--- src/sv/tlm_pkg.sv ---
`default_nettype none
package tlm_pkg;

  localparam int unsigned MaxToken = 24;
  localparam int unsigned LenW = 5;
  localparam int unsigned CfgW = 64;
  localparam int unsigned CfgIdxW = 2;
  localparam int unsigned TokenBits = MaxToken * 8;

  localparam logic [CfgIdxW-1:0] REG_TOKEN_LENGTH = 2'd0;
  localparam logic [CfgIdxW-1:0] REG_TOKEN_WORD_0 = 2'd1;
  localparam logic [CfgIdxW-1:0] REG_TOKEN_WORD_1 = 2'd2;
  localparam logic [CfgIdxW-1:0] REG_TOKEN_WORD_2 = 2'd3;

  localparam logic [7:0] CHAR_SPACE = 8'h20;
  localparam logic [7:0] CHAR_TAB   = 8'h09;
  localparam logic [7:0] CHAR_COMMA = 8'h2C;
  localparam logic [7:0] CHAR_UPPER_A = 8'h41;
  localparam logic [7:0] CHAR_UPPER_Z = 8'h5A;
  localparam logic [7:0] CASE_OFFSET  = 8'h20;
  localparam logic [7:0] CHAR_END     = 8'h00;

  localparam logic [LenW-1:0] MAX_LEN     = LenW'(MaxToken);
  localparam logic [LenW-1:0] SAT_LEN     = LenW'(MaxToken + 1);

  typedef struct packed {
    logic [LenW-1:0]      length;
    logic [TokenBits-1:0] chars;
  } token_cfg_t;

  function automatic logic [7:0] fold_case(input logic [7:0] b);
    logic [7:0] r;
    r = b;
    if (b >= CHAR_UPPER_A && b <= CHAR_UPPER_Z) begin
      r = b + CASE_OFFSET;
    end
    return r;
  endfunction

  function automatic logic is_blank(input logic [7:0] b);
    return (b == CHAR_SPACE) || (b == CHAR_TAB);
  endfunction

endpackage
`default_nettype wire

--- src/sv/tlm_config.sv ---
`default_nettype none
module tlm_config (
  input  wire logic                         clk,
  input  wire logic                         rst,
  input  wire logic                         cfg_we,
  input  wire logic [tlm_pkg::CfgIdxW-1:0]  cfg_index,
  input  wire logic [tlm_pkg::CfgW-1:0]     cfg_data,
  output tlm_pkg::token_cfg_t               token
);

  logic [tlm_pkg::LenW-1:0] token_length;
  logic [tlm_pkg::CfgW-1:0] token_word_0;
  logic [tlm_pkg::CfgW-1:0] token_word_1;
  logic [tlm_pkg::CfgW-1:0] token_word_2;

  always_ff @(posedge clk) begin
    if (rst) begin
      token_length <= '0;
      token_word_0 <= '0;
      token_word_1 <= '0;
      token_word_2 <= '0;
    end else if (cfg_we) begin
      case (cfg_index)
        tlm_pkg::REG_TOKEN_LENGTH: token_length <= cfg_data[tlm_pkg::LenW-1:0];
        tlm_pkg::REG_TOKEN_WORD_0: token_word_0 <= cfg_data;
        tlm_pkg::REG_TOKEN_WORD_1: token_word_1 <= cfg_data;
        tlm_pkg::REG_TOKEN_WORD_2: token_word_2 <= cfg_data;
        default: ;
      endcase
    end
  end

  assign token.length = token_length;
  assign token.chars  = {token_word_2, token_word_1, token_word_0};

endmodule
`default_nettype wire

--- src/sv/tlm_core.sv ---
`default_nettype none
module tlm_core (
  input  wire logic                clk,
  input  wire logic                rst,
  input  wire tlm_pkg::token_cfg_t token,
  input  wire logic                in_valid,
  output logic                     in_ready,
  input  wire logic [7:0]          in_byte,
  output logic                     out_valid,
  input  wire logic                out_ready,
  output logic                     out_found
);

  logic                     inside_element;
  logic [tlm_pkg::LenW-1:0] element_position;
  logic [tlm_pkg::LenW-1:0] trimmed_length;
  logic                     element_mismatch;
  logic                     pending_space_mismatch;
  logic                     match_seen;

  logic                     inside_element_next;
  logic [tlm_pkg::LenW-1:0] element_position_next;
  logic [tlm_pkg::LenW-1:0] trimmed_length_next;
  logic                     element_mismatch_next;
  logic                     pending_space_mismatch_next;
  logic                     match_seen_next;

  logic                     accept;
  logic                     is_end;
  logic                     blank;
  logic                     comma;
  logic                     hits;
  logic                     starting;
  logic [tlm_pkg::LenW-1:0] p;
  logic                     mism_in;
  logic                     pend_in;
  logic [7:0]               tchar;
  logic                     same;
  logic                     found;

  assign in_ready = !out_valid || out_ready;
  assign accept   = in_valid && in_ready;
  assign is_end   = (in_byte == tlm_pkg::CHAR_END);
  assign blank    = tlm_pkg::is_blank(in_byte);
  assign comma    = (in_byte == tlm_pkg::CHAR_COMMA);

  assign hits = inside_element && !element_mismatch && (token.length != '0) &&
                (token.length <= tlm_pkg::MAX_LEN) && (trimmed_length == token.length);
  assign found = match_seen || hits;

  assign starting = !inside_element;
  assign p        = starting ? '0 : element_position;
  assign mism_in  = starting ? 1'b0 : element_mismatch;
  assign pend_in  = starting ? 1'b0 : pending_space_mismatch;

  always_comb begin
    tchar = '0;
    if (p < tlm_pkg::MAX_LEN) begin
      tchar = token.chars[p*8 +: 8];
    end
  end

  assign same = (p < token.length) && (p < tlm_pkg::MAX_LEN) &&
                (tlm_pkg::fold_case(in_byte) == tlm_pkg::fold_case(tchar));

  always_comb begin
    inside_element_next         = inside_element;
    element_position_next       = element_position;
    trimmed_length_next         = trimmed_length;
    element_mismatch_next       = element_mismatch;
    pending_space_mismatch_next = pending_space_mismatch;
    match_seen_next             = match_seen;
    if (is_end) begin
      inside_element_next         = 1'b0;
      element_position_next       = '0;
      trimmed_length_next         = '0;
      element_mismatch_next       = 1'b0;
      pending_space_mismatch_next = 1'b0;
      match_seen_next             = 1'b0;
    end else if (inside_element && comma) begin
      if (hits) begin
        match_seen_next = 1'b1;
      end
      inside_element_next = 1'b0;
    end else if (inside_element || (!blank && !comma)) begin
      inside_element_next         = 1'b1;
      trimmed_length_next         = starting ? '0 : trimmed_length;
      element_mismatch_next       = mism_in;
      pending_space_mismatch_next = pend_in;
      if (blank) begin
        if (!same) begin
          pending_space_mismatch_next = 1'b1;
        end
      end else begin
        if (pend_in || !same) begin
          element_mismatch_next = 1'b1;
        end
        pending_space_mismatch_next = 1'b0;
        trimmed_length_next = (p < tlm_pkg::SAT_LEN) ? p + 1'b1 : tlm_pkg::SAT_LEN;
      end
      element_position_next = (p < tlm_pkg::SAT_LEN) ? p + 1'b1 : p;
    end
  end

  always_ff @(posedge clk) begin
    if (rst) begin
      inside_element         <= 1'b0;
      element_position       <= '0;
      trimmed_length         <= '0;
      element_mismatch       <= 1'b0;
      pending_space_mismatch <= 1'b0;
      match_seen             <= 1'b0;
    end else if (accept) begin
      inside_element         <= inside_element_next;
      element_position       <= element_position_next;
      trimmed_length         <= trimmed_length_next;
      element_mismatch       <= element_mismatch_next;
      pending_space_mismatch <= pending_space_mismatch_next;
      match_seen             <= match_seen_next;
    end
  end

  always_ff @(posedge clk) begin
    if (rst) begin
      out_valid <= 1'b0;
    end else if (accept && is_end) begin
      out_valid <= 1'b1;
    end else if (out_ready) begin
      out_valid <= 1'b0;
    end
  end

  always_ff @(posedge clk) begin
    if (accept && is_end) begin
      out_found <= found;
    end
  end

endmodule
`default_nettype wire

--- src/sv/token_list_matcher_top.sv ---
// Token list matcher: checks whether a configured token is one element of
// a comma-separated header value list, ignoring ASCII case.
// Input channel s_*: one list byte per word in s_tdata; a zero byte ends
// the list. Output channel m_*: one word per list, token_found in bit 0.
// Config port: cfg_we, cfg_index (0 length, 1..3 token words), cfg_data;
// write only while no list is in flight.
// Throughput: one byte per cycle while s_tready is high, set by the state
// update between the element state registers and the result register.
// Result: m_tvalid rises in the cycle after the zero byte is accepted.
// Stall: s_tready is high while the result register is empty or being
// taken; while m_tready is low with a result held, s_tready drops.
// Reset (rst, synchronous): clears element state, the result valid flag and
// all configuration registers (token length zero, which never matches).
`default_nettype none
module token_list_matcher_top (
  input  wire logic                         clk,
  input  wire logic                         rst,
  input  wire logic                         s_tvalid,
  output logic                              s_tready,
  input  wire logic [7:0]                   s_tdata,   // [7:0] list_byte
  output logic                              m_tvalid,
  input  wire logic                         m_tready,
  output logic [7:0]                        m_tdata,   // [0] token_found, [7:1] zero
  input  wire logic                         cfg_we,
  input  wire logic [tlm_pkg::CfgIdxW-1:0]  cfg_index,
  input  wire logic [tlm_pkg::CfgW-1:0]     cfg_data
);

  tlm_pkg::token_cfg_t token;
  logic                found;

  tlm_config u_config (
    .clk       (clk),
    .rst       (rst),
    .cfg_we    (cfg_we),
    .cfg_index (cfg_index),
    .cfg_data  (cfg_data),
    .token     (token)
  );

  tlm_core u_core (
    .clk       (clk),
    .rst       (rst),
    .token     (token),
    .in_valid  (s_tvalid),
    .in_ready  (s_tready),
    .in_byte   (s_tdata),
    .out_valid (m_tvalid),
    .out_ready (m_tready),
    .out_found (found)
  );

  assign m_tdata = {7'b0, found};

endmodule
`default_nettype wire
--- config.mk ---
export PLATFORM = sky130hd
export DESIGN_NAME = token_list_matcher_top
export DESIGN_NICKNAME = d
export VERILOG_FILES = /design/src/sv/tlm_pkg.sv /design/src/sv/tlm_config.sv /design/src/sv/tlm_core.sv /design/src/sv/token_list_matcher_top.sv
export SDC_FILE = /design/constraint.sdc
export NUM_CORES = 1
export LEC_CHECK = 0
export BUFFER_PORTS_ARGS = -buffer_cell sky130_fd_sc_hd__buf_2
export CORE_ASPECT_RATIO = 2
export CORE_MARGIN = 2
export CORE_UTILIZATION = 45
export DETAILED_ROUTE_END_ITERATION = 10
export GPL_ROUTABILITY_DRIVEN = 1
export PLACE_DENSITY = 0.66
export SKIP_CTS_REPAIR_TIMING = 1
export SYNTH_ARGS = -nofsm -noshare
export SYNTH_HDL_FRONTEND = slang
export SYNTH_SLANG_ARGS = --single-unit
--- constraint.sdc ---
create_clock -name clk -period 2.86 [get_ports clk]
set_input_delay 0 -clock clk [delete_from_list [all_inputs] [get_ports clk]]
set_output_delay 0 -clock clk [all_outputs]
set_load 0.01 [all_outputs]
Word-level counts from Yosys, hierarchy flattened
Index checks and enable logic that the tools add are counted.

word-level totals
  register bits = 213
  bits in latches = 0
  RAM bits = 0
  bits in read-only memories = 0
  bits of input ports = 79
  output and inout bits = 10
  word-level logic and storage cells = 106
  memories = 0

cells by class
  add/sub/neg operators = 3
  $mul = 0
  div/mod/pow operators = 0
  $lt $le $gt $ge = 8
  equality and inequality tests = 10
  shifts and indexed selects = 1
  multiplexer cells = 34
  bitwise gates (word level) = 0
  reductions and logical operators = 38

operators by type and width
  kind                   number
  $shiftx A192 B9 Y8     1
  $mux W5                11
  $mux W8                3
  $mux W1                20
  $add A8 B6 Y8 const B  2
  $eq A8 B6 Y1 const B   2
  $ge A8 B7 Y1 const B   2
  $le A8 B7 Y1 const B   2
  $logic_and A1 B1 Y1    12
  $lt A5 B5 Y1 const B   2
  $reduce_and A2 Y1      5
  $eq A8 B4 Y1 const B   1
  $eq A8 B8 Y1           1
  $logic_not A8 Y1       1
  $reduce_bool A2 Y1     4
  $reduce_and A3 Y1      2
  $add A5 B1 Y5 const B  1
  $eq A5 B5 Y1           1
  $le A5 B5 Y1 const B   1
  $logic_not A1 Y1       5
  $logic_or A1 B1 Y1     5
  $lt A5 B5 Y1           1
  $reduce_bool A5 Y1     1
  $eq A2 B2 Y1 const B   2
  other kinds (6)        6

Depth between registers and ports, before layout
  depth in word-level cells = 15
  depth in mapped cells = 14
  mapped depth without buffers = 12

Cells and area by module
A second synthesis with hierarchy kept.

unflattened totals
  cells, all modules = 1123
  area total of the unflattened synthesis = 11217.0 µm²

modules (own cells, without submodules)
  module                  instances  cells an instance  area each (µm²)  seq. area each (µm²)
  tlm_config              1          713                7888.8           3943.8
  tlm_core                1          401                3264.4           330.3
  token_list_matcher_top  1          9                  63.8             0.0

Least setup slack after synthesis
Ideal clock, no wire load.

  kind = register to register
  start point = register u_core.element_position[0] (netlist bit)
  end point = register u_core.element_mismatch
  setup time = 135 ps
  data arrival time = 2622 ps
  data required time = 2725 ps
  slack = 103 ps
  stages on the path, launching flop included = 13
  path buffers = 1
  period minus slack after synthesis = 2757 ps
  cell sequence = dfxtp_1 -> buf_6 -> nand2_4 -> inv_4 -> mux4_2 -> mux4_2 -> a21o_1 -> ha_1 -> inv_1 -> a31oi_1 -> xnor2_1 -> nor4_2 -> o32ai_1

on the way
  longest elaborated chain between the ends = 15
  elaborated cells on any way between the ends = 20
  those cells by class = 1 x add/sub; 4 x order compare; 1 x eq/ne; 1 x shift; 8 x mux; 5 x reduce/logical

ends and longest elaborated chain
  what                                                RTL line                                        source
  from (decl)                                         tlm_core.sv:15                                  logic [tlm_pkg::LenW-1:0] element_position;
  from (signal assigned)                              tlm_core.sv:115                                 element_position <= element_position_next;
  $mux W5 (*)                                         tlm_core.sv:52                                  assign p = starting ? '0 : element_position;
  $shiftx A192 B9 Y8 or $lt A5 B5 Y1 (tied branches)  tlm_core.sv:59, tlm_core.sv:58, tlm_core.sv:63
  $mux W8                                             tlm_core.sv:58                                  if (p < tlm_pkg::MAX_LEN) begin
  $ge A8 B7 Y1 or $le A8 B7 Y1 (tied branches)        tlm_pkg.sv:34                                   if (b >= CHAR_UPPER_A && b <= CHAR_UPPER_Z) begin
  $logic_and A1 B1 Y1                                 tlm_pkg.sv:34
  $mux W8                                             tlm_pkg.sv:34
  $eq A8 B8 Y1                                        tlm_core.sv:64                                  (tlm_pkg::fold_case(in_byte) == tlm_pkg::fold_case(tchar));
  $logic_and A1 B1 Y1 (*)                             tlm_core.sv:63                                  assign same = (p < token.length) && (p < tlm_pkg::MAX_LEN) &&
  $logic_not A1 Y1 (*)                                -
  $logic_or A1 B1 Y1 (*)                              tlm_core.sv:95                                  if (pend_in || !same) begin
  $mux W1 (*)                                         tlm_core.sv:95
  $mux W1 (*)                                         tlm_core.sv:90                                  if (blank) begin
  $mux W1 (*)                                         tlm_core.sv:85                                  end else if (inside_element || (!blank && !comma)) begin
  $mux W1 (*)                                         tlm_core.sv:80                                  end else if (inside_element && comma) begin
  $mux W1 (*)                                         tlm_core.sv:73                                  if (is_end) begin
  to (signal assigned)                                tlm_core.sv:117                                 element_mismatch <= element_mismatch_next;
  to (decl)                                           tlm_core.sv:17                                  logic element_mismatch;

Mark *: on every way between the ends. The rest lies on a longest branch, timed or not. The select of a mux whose other input is x is not followed.
A chain may end at the register's enable or synchronous reset.

Final worst setup path
  start point = register u_core.element_position[1] (netlist bit)
  end point = register u_core.element_mismatch

The elaborated chain is that of the path after synthesis.

==> flow_metrics.env <==
export IMPL_status="complete, but fails checks"
export IMPL_violations="negative hold slack, negative setup slack"
export IMPL_cp_arrival_ns=3.37
export IMPL_dpl_hpwl_um=24200
export IMPL_gp_congestion=0.992
export IMPL_async_flop_share_pct=0
export IMPL_yosysSeqAreaShare_pct=43.1
export IMPL_setup_viol=2
export IMPL_relSlewSlack_pct=46.2
export IMPL_rrSetupSlack_ns=-0.12
export IMPL_htree_levels=1
export IMPL_postSynthCellCount=1256
export IMPL_max_cap_violations=0
export IMPL_synth_distinct_cells=76
export IMPL_crit_top_cell="buf_4"
export IMPL_clk_path_buf_depth=3
export IMPL_reg2reg_to="u_core.element_mismatch"
export IMPL_synth_xor_xnor_area_share_pct=1.15
export IMPL_clock_sinks=213
export IMPL_worstSetupPathType="flip-flop to flip-flop"
export IMPL_area_growth_pct=27.7
export IMPL_ys_warn_count=0
export IMPL_max_stage_delay_ns=0.43
export IMPL_synth_area_per_cell_sq_um=7.89
export IMPL_vdd_ir_drop_max_uv=421
export IMPL_final_antenna_net_count=0
export IMPL_synth_compound_area_share_pct=18.9
export IMPL_synth_mux_area_share_pct=8.24
export IMPL_grt_max_degree=102
export IMPL_wl_um=34700
export IMPL_wire_per_inst_um=20.2
export IMPL_p_leak_nw=4.69
export IMPL_die_y_um=214
export IMPL_whs_ns=-0.0182
export IMPL_yosys_area_share_adder_pct=1.01
export IMPL_clk_pin_slew_ns=0.07
export IMPL_max_freq_ghz=0.336
export IMPL_finalCriticalPeriod_ns=2.98
export IMPL_fin_crit_sh_pct=104
export IMPL_path_max_fanout=6
export IMPL_fin_nets=1522
export IMPL_critical_path_cell_chain="buf_6 > buf_4 > buf_4 > mux2i_1 > a2bb2oi_1 > a22oi_2 > o22ai_2 > nor3_2 > a41oi_2 > a311oi_2 > a31oi_1 > nor4_2 > o32ai_1"
export IMPL_grt_pass1_wl_um=50300
export IMPL_setup_tns_ns=-0.199
export IMPL_pre_cts_ws_ns=-0.178
export IMPL_drv_slew=0
export IMPL_numPortBuffers=81
export IMPL_synth_top_family_by_area="simple AND/OR/NAND/NOR gates"
export IMPL_ys_ff_latch=213
export IMPL_via_per_inst=5.65
export IMPL_io_pins=89
export IMPL_finalPower_mw=6.63
export IMPL_first_global_vias=8872
export IMPL_layout_common_cells="nand2_1 (412), a21oi_1 (214), dfxtp_1 (208)"
export IMPL_hold_viol=2
export IMPL_tightest_slew_ns=0.807
export IMPL_cp_required_ns=3.25
export IMPL_root_buffer="clkbuf_16"
export IMPL_initial_core_util_pct=45.9
export IMPL_rr_worst_depth=13
export IMPL_rows=76
export IMPL_post_route_cells_drive_above_1_share_pct=20.9
export IMPL_cts_tree="built"
export IMPL_drc_errors=0
export IMPL_hp_class="input port to flip-flop"
export IMPL_worst_path_max_delay_cell="dfxtp_4"
export IMPL_min_to="u_core.element_mismatch"
export IMPL_dieArea_sq_um=23300
export IMPL_final_common_cell="nand2_1"
export IMPL_hold_depth=5
export IMPL_syn_area_sq_um=9910
export IMPL_r2r_start="u_core.element_position[1]"
export IMPL_vias=9723
export IMPL_antenna_found_initial=0
export IMPL_endpoint_kind="flip-flop"
export IMPL_synth_edf_count=1
export IMPL_fin_ws_ns=-0.120
export IMPL_power_density_nw_per_um2=524
export IMPL_antenna_cells=0
export IMPL_instances_no_fill=1722
export IMPL_hp_start="s_tdata[2]"
export IMPL_synth_simple_area_share_pct=21.9
export IMPL_grt_usage_pct=28.6
export IMPL_finalClockSkew_ns=0.0114
export IMPL_numCtsBuffers=20
export IMPL_placed_cells=1606
export IMPL_synth_ff_type="dfxtp_1"
export IMPL_grt_ovfl_total=0
export IMPL_first_pass_iters=5
export IMPL_coreArea_sq_um=21600
export IMPL_drt_iter0_markers=640
export IMPL_rsz0062_at_grt="yes"
export IMPL_die_width_um=109
export IMPL_clk_insertion_delay_late_ns=0.52
export IMPL_critPathLaunchType="flip-flop"
[routing by layer]
layer | wire length, um | GRT usage [%] | share of wire (%)
met2 | 18400 | 52.4 | 53
met3 | 1330 | 3.04 | 3.8
met4 | 1900 | 14.7 | 5.5
met5 | 0 | 0 | 0
met1 | 13100 | 31.8 | 38
[logic make-up (layout without fill, tap and decap cells)]
family / after synthesis / in the layout
and+or+nand+nor: 527 / 527
DFF: 213 / 213
other: 1 / 7
xor gates and xnor gates: 13 / 13
buffers and inverters: 117 / 304
muxes: 61 / 61
adders and majority gates: 8 / 8
AOI/OAI and AO/OA: 316 / 316
[cells in the mapped netlist, types with 3 or more instances]
master	number	area, sq um
a211oi_1	9	67.6
a21o_1	3	22.5
a21oi_1	218	1090
a221o_1	3	30.0
a2bb2oi_1	5	43.8
a311oi_1	4	35.0
a31oi_1	6	37.5
and3_1	4	25.0
buf_1	7	26.3
buf_2	8	40.0
buf_4	14	105
buf_6	7	78.8
clkbuf_1	64	240
dfxtp_1	212	4240
ha_1	8	100
inv_1	13	48.8
mux2_2	14	158
mux2i_1	31	310
mux4_2	15	338
nand2_1	413	1550
nand2b_1	6	37.5
nand3_1	9	45.0
nor2_1	52	195
nor2b_1	3	18.8
nor3_1	12	60.1
nor3b_1	3	22.5
nor4_1	4	25.0
o21a_1	3	22.5
o21ai_0	14	70.1
o21ai_1	3	15.0
o221ai_1	11	96.3
o22ai_1	8	50.1
o31ai_1	3	22.5
o32ai_1	4	35.0
xnor2_1	7	61.3
xor2_1	6	52.6
[worst max-delay path, delay by kind of cell, from the launching register on]
kind	cells	cell delay (ns)
AOI/OAI and AO/OA	7	1.11
and+or+nand+nor	2	0.61
buffers and inverters	3	0.42
DFF	1	0.43
muxes	1	0.26
[layout make-up]
cell class | count | area [sq um]
fillers | 1949 | 8930
flip-flops and latches | 213 | 4280
well taps | 273 | 342
clock inverters | 9 | 61.3
clock buffers | 27 | 588
multi-input cells | 932 | 5330
repair buffers | 251 | 1980
inverters | 17 | 70.1
[state kept, by name, indices dropped and copies added, names as in the netlist, 5 cells and up]
signal,count
u_config.token_word_1,64
u_config.token_word_2,64
u_core.trimmed_length,5
u_config.token_length,5
u_core.element_position,5
u_config.token_word_0,64
[how the worst max path moves through the flow]
stage | start | endpoint | slack, ns | cells after the start
floorplan | u_core.element_position[0] | u_core.element_mismatch | 0.10 | 12
global placement | u_core.element_position[0] | u_core.element_mismatch | -0.14 | 12
detailed placement | u_core.element_position[0] | u_core.element_mismatch | -0.18 | 12
CTS | u_core.element_position[0] | u_core.element_mismatch | -0.21 | 12
global route | u_core.element_position[0] | u_core.element_mismatch | -0.24 | 13
finish | u_core.element_position[1] | u_core.element_mismatch | -0.12 | 13
[report_power, final]
part	internal, mW	total (mW)	switching [mW]
Sequential	3.06	3.14	0.0754
Combinational	0.359	0.813	0.454
Clock	1.46	2.68	1.22
Total	4.88	6.63	1.75
[through the flow]
| stage | area, sq um | util [%] | hold slack [ns] |
|---|---|---|---|
| floorplan | 9930 | - | 0.136 |
| global placement | 11000 | 50.8 | 0.264 |
| detailed placement | 11000 | 50.8 | 0.268 |
| CTS | 11600 | 53.8 | -0.277 |
| global route | 12700 | 58.6 | 0.0259 |
| finish | 12700 | 58.6 | -0.0182 |
Note: power is estimated with default switching activity, not from simulation.
